$ cat config.mk
export PLATFORM = sky130hd
export DESIGN_NAME = fsd_diffuse
export DESIGN_NICKNAME = d
export VERILOG_FILES = /design/src/hdl/fsd_pkg.sv /design/src/hdl/fsd_diffuse.sv
export SDC_FILE = /design/constraint.sdc
export NUM_CORES = 1
export LEC_CHECK = 0
export BUFFER_PORTS_ARGS = -buffer_cell sky130_fd_sc_hd__clkbuf_2
export CAP_MARGIN = 25
export CORE_MARGIN = 5
export CORE_UTILIZATION = 55
export DETAILED_ROUTE_END_ITERATION = 6
export PLACE_DENSITY = 0.87
export SLEW_MARGIN = 25
export SYNTH_ARGS = -nofsm -noshare
export SYNTH_HDL_FRONTEND = slang
export SYNTH_SLANG_ARGS = --single-unit
$ cat constraint.sdc
create_clock -name i_clk -period 14.7 [get_ports i_clk]
set_input_delay 0 -clock i_clk [delete_from_list [all_inputs] [get_ports i_clk]]
set_output_delay 0 -clock i_clk [all_outputs]
set_load 0.03 [all_outputs]
$ cat src/hdl/fsd_pkg.sv
// fsd_pkg: shared types, constants and helpers of the Floyd-Steinberg 1-bit dither
// used by every module under hdl/; depends on nothing
package fsd_pkg;

    localparam int C_MAX_WIDTH = 1024;
    localparam int GRAY_W      = 8;
    localparam int ERR_W       = 8;
    localparam int CARRY_W     = 7;
    localparam int CFG_WIDTH_W = 11;
    localparam int CFG_HEIGHT_W = 16;
    localparam int CFG_DATA_W  = 16;
    localparam int BITPOS_W    = 3;
    localparam int PROD_W      = 11;

    localparam logic [CFG_WIDTH_W-1:0]  C_WIDTH_RESET  = 11'd1024;
    localparam logic [CFG_HEIGHT_W-1:0] C_HEIGHT_RESET = 16'd1;
    localparam logic [GRAY_W-1:0]       C_WHITE        = 8'd255;
    localparam logic [GRAY_W-1:0]       C_MSB          = 8'h80;
    localparam logic [BITPOS_W-1:0]     C_LAST_BIT     = 3'd7;

    typedef enum logic [0:0] {
        CFG_IMAGE_WIDTH  = 1'b0,
        CFG_IMAGE_HEIGHT = 1'b1
    } t_cfg_idx;

    // per-pixel control handed from the front end to the diffusion stage
    typedef struct packed {
        logic                first_col;
        logic                first_row;
        logic                last_col;
        logic                last_row;
        logic                emit;
        logic [BITPOS_W-1:0] bit_pos;
    } t_pix_ctl;

    // signed divide by 16, truncating toward zero
    function automatic logic signed [ERR_W-1:0] f_div16(input logic signed [PROD_W-1:0] p);
        logic [PROD_W-1:0] mag;
        logic [ERR_W-1:0]  q;
        mag = p[PROD_W-1] ? PROD_W'(-p) : PROD_W'(p);
        q   = ERR_W'(mag >> 4);
        return p[PROD_W-1] ? ERR_W'(-q) : q;
    endfunction

endpackage

$ cat src/hdl/fsd_diffuse.sv
// fsd_diffuse: threshold, error split and bit packing for one pixel per cycle while i_commit is high
// depends on fsd_pkg
module fsd_diffuse #(
    parameter int MAX_WIDTH = fsd_pkg::C_MAX_WIDTH
) (
    input  logic                                i_clk,
    input  logic                                i_rst_n,
    input  logic                                i_commit,
    input  logic [fsd_pkg::GRAY_W-1:0]          i_gray,
    input  logic signed [fsd_pkg::ERR_W-1:0]    i_below,
    input  fsd_pkg::t_pix_ctl                   i_ctl,
    input  logic [$clog2(MAX_WIDTH)-1:0]        i_x,
    output logic                                o_pix_we,
    output logic [$clog2(MAX_WIDTH)-1:0]        o_pix_addr,
    output logic [fsd_pkg::ERR_W-1:0]           o_pix_data,
    output logic                                o_tail_we,
    output logic [$clog2(MAX_WIDTH)-1:0]        o_tail_addr,
    output logic [fsd_pkg::ERR_W-1:0]           o_tail_data,
    output logic [fsd_pkg::GRAY_W-1:0]          o_byte
);
    import fsd_pkg::*;

    localparam int AW = $clog2(MAX_WIDTH);
    localparam int VW = GRAY_W + 2;

    logic signed [CARRY_W-1:0] r_carry, n_carry;
    logic signed [ERR_W-1:0]   r_pend_left, n_pend_left;
    logic signed [ERR_W-1:0]   r_pend_center, n_pend_center;
    logic [GRAY_W-1:0]         r_acc, n_acc;

    logic signed [VW-1:0]      v;
    logic [GRAY_W-1:0]         vc;
    logic                      white;
    logic [GRAY_W:0]           err9;
    logic signed [PROD_W-1:0]  e11;
    logic signed [ERR_W-1:0]   d7, d3, d5, d1;
    logic [GRAY_W-1:0]         acc_bits;

    always_comb begin
        v = $signed({2'b00, i_gray}) + $signed({{2{i_below[ERR_W-1]}}, i_below});
        if (!i_ctl.first_col) begin
            v = v + $signed({{(VW-CARRY_W){r_carry[CARRY_W-1]}}, r_carry});
        end
        if (v < 0) begin
            vc = '0;
        end else if (v > $signed({2'b00, C_WHITE})) begin
            vc = C_WHITE;
        end else begin
            vc = v[GRAY_W-1:0];
        end
        white = vc[GRAY_W-1];
        err9  = {1'b0, vc} - (white ? {1'b0, C_WHITE} : '0);
        e11   = $signed({{(PROD_W-ERR_W){err9[ERR_W-1]}}, err9[ERR_W-1:0]});
        d7    = f_div16((e11 <<< 3) - e11);
        d3    = f_div16((e11 <<< 1) + e11);
        d5    = f_div16((e11 <<< 2) + e11);
        d1    = f_div16(e11);

        n_carry       = i_ctl.last_col ? '0 : d7[CARRY_W-1:0];
        n_pend_left   = r_pend_left;
        n_pend_center = r_pend_center;
        if (!i_ctl.last_row) begin
            n_pend_left   = r_pend_center + d5;
            n_pend_center = i_ctl.last_col ? '0 : d1;
        end
        o_pix_we    = i_commit && !i_ctl.last_row && !i_ctl.first_col;
        o_pix_addr  = i_x - AW'(1);
        o_pix_data  = r_pend_left + d3;
        o_tail_we   = i_commit && !i_ctl.last_row && i_ctl.last_col;
        o_tail_addr = i_x;
        o_tail_data = n_pend_left;
        if (i_ctl.last_col) begin
            n_pend_left   = '0;
            n_pend_center = '0;
        end

        acc_bits = white ? (C_MSB >> i_ctl.bit_pos) : '0;
        o_byte   = r_acc | acc_bits;
        n_acc    = i_ctl.emit ? '0 : o_byte;
    end

    always_ff @(posedge i_clk) begin
        if (!i_rst_n) begin
            r_carry       <= '0;
            r_pend_left   <= '0;
            r_pend_center <= '0;
            r_acc         <= '0;
        end else if (i_commit) begin
            r_carry       <= n_carry;
            r_pend_left   <= n_pend_left;
            r_pend_center <= n_pend_center;
            r_acc         <= n_acc;
        end
    end

endmodule

==> impl_metrics.py <==
metrics = {
    "critical_path": {
        "critPathMostFrequentCell": "ha_1",
        "crit_arrival_ns": 9.76,
        "start_kind": "input pin",
        "crit_type": "in2out",
        "required_ns": 14.70,
        "cp-end-kind": "output port",
        "cp_slowest_cell": "xnor2_1",
        "slowest_delay_ns": 0.69,
        "worstPathMaxFanout": 16,
    },
    "clock_network": {
        "clk_pin_slew_worst_paths_ns": 0.07,
        "h-tree-depth": 2,
        "post-cts-setup-buffer-count": 0,
        "cts_tree": "built",
        "cts-resized-gates": 0,
        "clockBufferDepth": 2,
        "clkSinkCount": 31,
        "cts-root-buf": "clkbuf_8",
        "insertion_delay_ns": 0.28,
        "cts-buffers-inserted": 5,
        "holdBufCountCts": 0,
    },
    "logic_synthesis": {
        "avgSynthCellArea_um2": 7.62,
        "synthArstFlopShare": 0,
        "synth-warning-count": 0,
        "synth_edf_count": 0,
        "synth_seq_area_share": 0.108,
        "synth_fp_nets": 870,
        "syn_area_um2": 5770,
        "ys_ff_latch": 31,
        "syn_inst": 757,
        "synth_ff_type": "dfxtp_1",
        "synth_cell_types": 81,
    },
    "cells_and_area": {
        "fillers": 952,
        "multi_input_area_um2": 4760,
        "layout-drive-gt1-share": 0.143,
        "register_area_um2": 621,
        "mostFrequentLayoutCells": "clkbuf_2, ha_1, xnor2_1, a21oi_1, nand2_1",
        "layout_commonest_cell": "clkbuf_2",
        "syn2layout_area_growth_pct": 8.35,
        "fin_nets": 922,
        "fin_cells": 946,
        "diodes": 0,
    },
    "global_routing": {
        "grtUsageTotal": 0.210,
        "grt_pass1_vias": 5115,
        "grt_max_degree": 26,
        "grt_pass1_wl_um": 23100,
        "antenna_found_initial": 0,
        "overflow": 0,
    },
    "outcome": {
        "status": "complete, no violations",
    },
    "routing": {
        "wl_per_cell_um": 14.5,
        "drt_iter0_markers": 367,
        "wirelength_um": 13700,
        "dr_total_vias": 5645,
        "dr.pass1.iters": 6,
        "ant_nets": 0,
        "drcViolationCount": 0,
        "via_per_inst": 5.97,
    },
    "die": {
        "fp.dieH_um": 112,
        "row_count": 37,
        "ios": 83,
        "die_area_um2": 12600,
        "initial_core_util": 0.561,
        "core_um2": 10300,
        "die_x_um": 112,
    },
    "sta": {
        "fin_tns_setup_ns": 0,
        "max_slew_margin": 0.323,
        "setup_viol": 0,
        "hold_viol": 0,
        "fmax_mhz": 102,
        "finalClockSkew_ns": 0.00726,
        "rsz0062_at_grt": "no",
        "worst_pin_slew_ns": 1.01,
        "fin_crit_ns": 9.76,
        "drv_slew": 0,
        "period_share": 0.664,
    },
    "min_path": {
        "hold_class": "in2reg",
    },
    "place": {
        "hpwl_um": 10900,
        "gp_congestion": 0.892,
        "port_buffers": 81,
        "place_inst": 938,
    },
    "flow_run": {
        "cap_violations": 0,
    },
}
cells in the mapped netlist, types with 10 or more instances:
library cell / count / share of area
a21o_1: 23 / 0.030
a21oi_1: 60 / 0.052
buf_4: 11 / 0.014
clkbuf_1: 15 / 0.0098
dfxtp_1: 31 / 0.11
ha_1: 69 / 0.15
inv_1: 46 / 0.030
nand2_1: 56 / 0.036
nand3_1: 17 / 0.015
nor2_1: 49 / 0.032
nor2b_1: 26 / 0.028
nor3_1: 28 / 0.024
o21ai_0: 29 / 0.025
o41ai_1: 10 / 0.015
xnor2_1: 61 / 0.093
xor2_1: 31 / 0.047
state kept, by name (all words and copies together) (netlist names):
signal / cells
r_acc: 8
r_pend_center: 8
r_pend_left: 8
r_carry: 7
logic make-up (layout without fill, tap and decap cells):
kind of cell | count (synthesis) | count (layout) | share of synthesized area
DFF | 31 | 31 | 0.108
and+or+nand+nor | 244 | 244 | 0.220
adders and majority gates | 77 | 77 | 0.176
AOI/OAI and AO/OA | 211 | 211 | 0.261
xor gates and xnor gates | 93 | 93 | 0.143
muxes | 14 | 14 | 0.0258
buffers and inverters | 87 | 140 | 0.0675
worst max-delay path: cells and delay by family:
| kind | cells | cell delay, ns |
|---|---|---|
| compound gates | 18 | 3.64 |
| xor+xnor | 4 | 1.75 |
| buf+inv | 5 | 0.59 |
| fa+ha+maj | 7 | 2.08 |
| simple gates | 8 | 1.57 |
| mux | 1 | 0.12 |
metrics by stage:
| step | hold WS, ns | util | setup WS [ns] | cell area [µm²] |
|---|---|---|---|---|
| after floorplan | 0.120 | - | 6.03 | 5770 |
| after global placement | 0.269 | 0.598 | 5.08 | 6150 |
| after detailed placement | 0.271 | 0.598 | 4.90 | 6150 |
| after CTS | 0.0390 | 0.608 | 4.98 | 6250 |
| after global routing | 0.0521 | 0.608 | 4.04 | 6250 |
| final | 0.0495 | 0.608 | 4.94 | 6250 |
final timing paths:
path | start | endpoint | slack, ns | cells after the start
hold / removal | i_ctl[2] | r_acc[7] | 0.05 | 2
setup / recovery | i_gray[0] | o_tail_data[7] | 4.94 | 43
hold reg to reg | r_acc[4] | r_acc[4] | 0.46 | 2
setup reg to reg | r_carry[1] | r_pend_left[7] | 5.49 | 35
per-layer routing:
metal / track usage / part of all wire / routed length (µm)
met1: 0.280 / 0.45 / 6140
met2: 0.360 / 0.47 / 6370
met3: 0.0270 / 0.071 / 966
met4: 0.0481 / 0.016 / 218
met5: 0 / 0 / 0
area by class of cell:
type | instances | share of cell area
clock buffers | 8 | 0.0160
inverters | 50 | 0.0300
multi-input cells | 639 | 0.761
flip-flops and latches | 31 | 0.0993
well taps | 136 | 0.0272
repair buffers | 82 | 0.0661
Power is left out: the tool's default activity adds up to more than one toggle a clock period on the data nets, which glitch-free logic cannot reach.
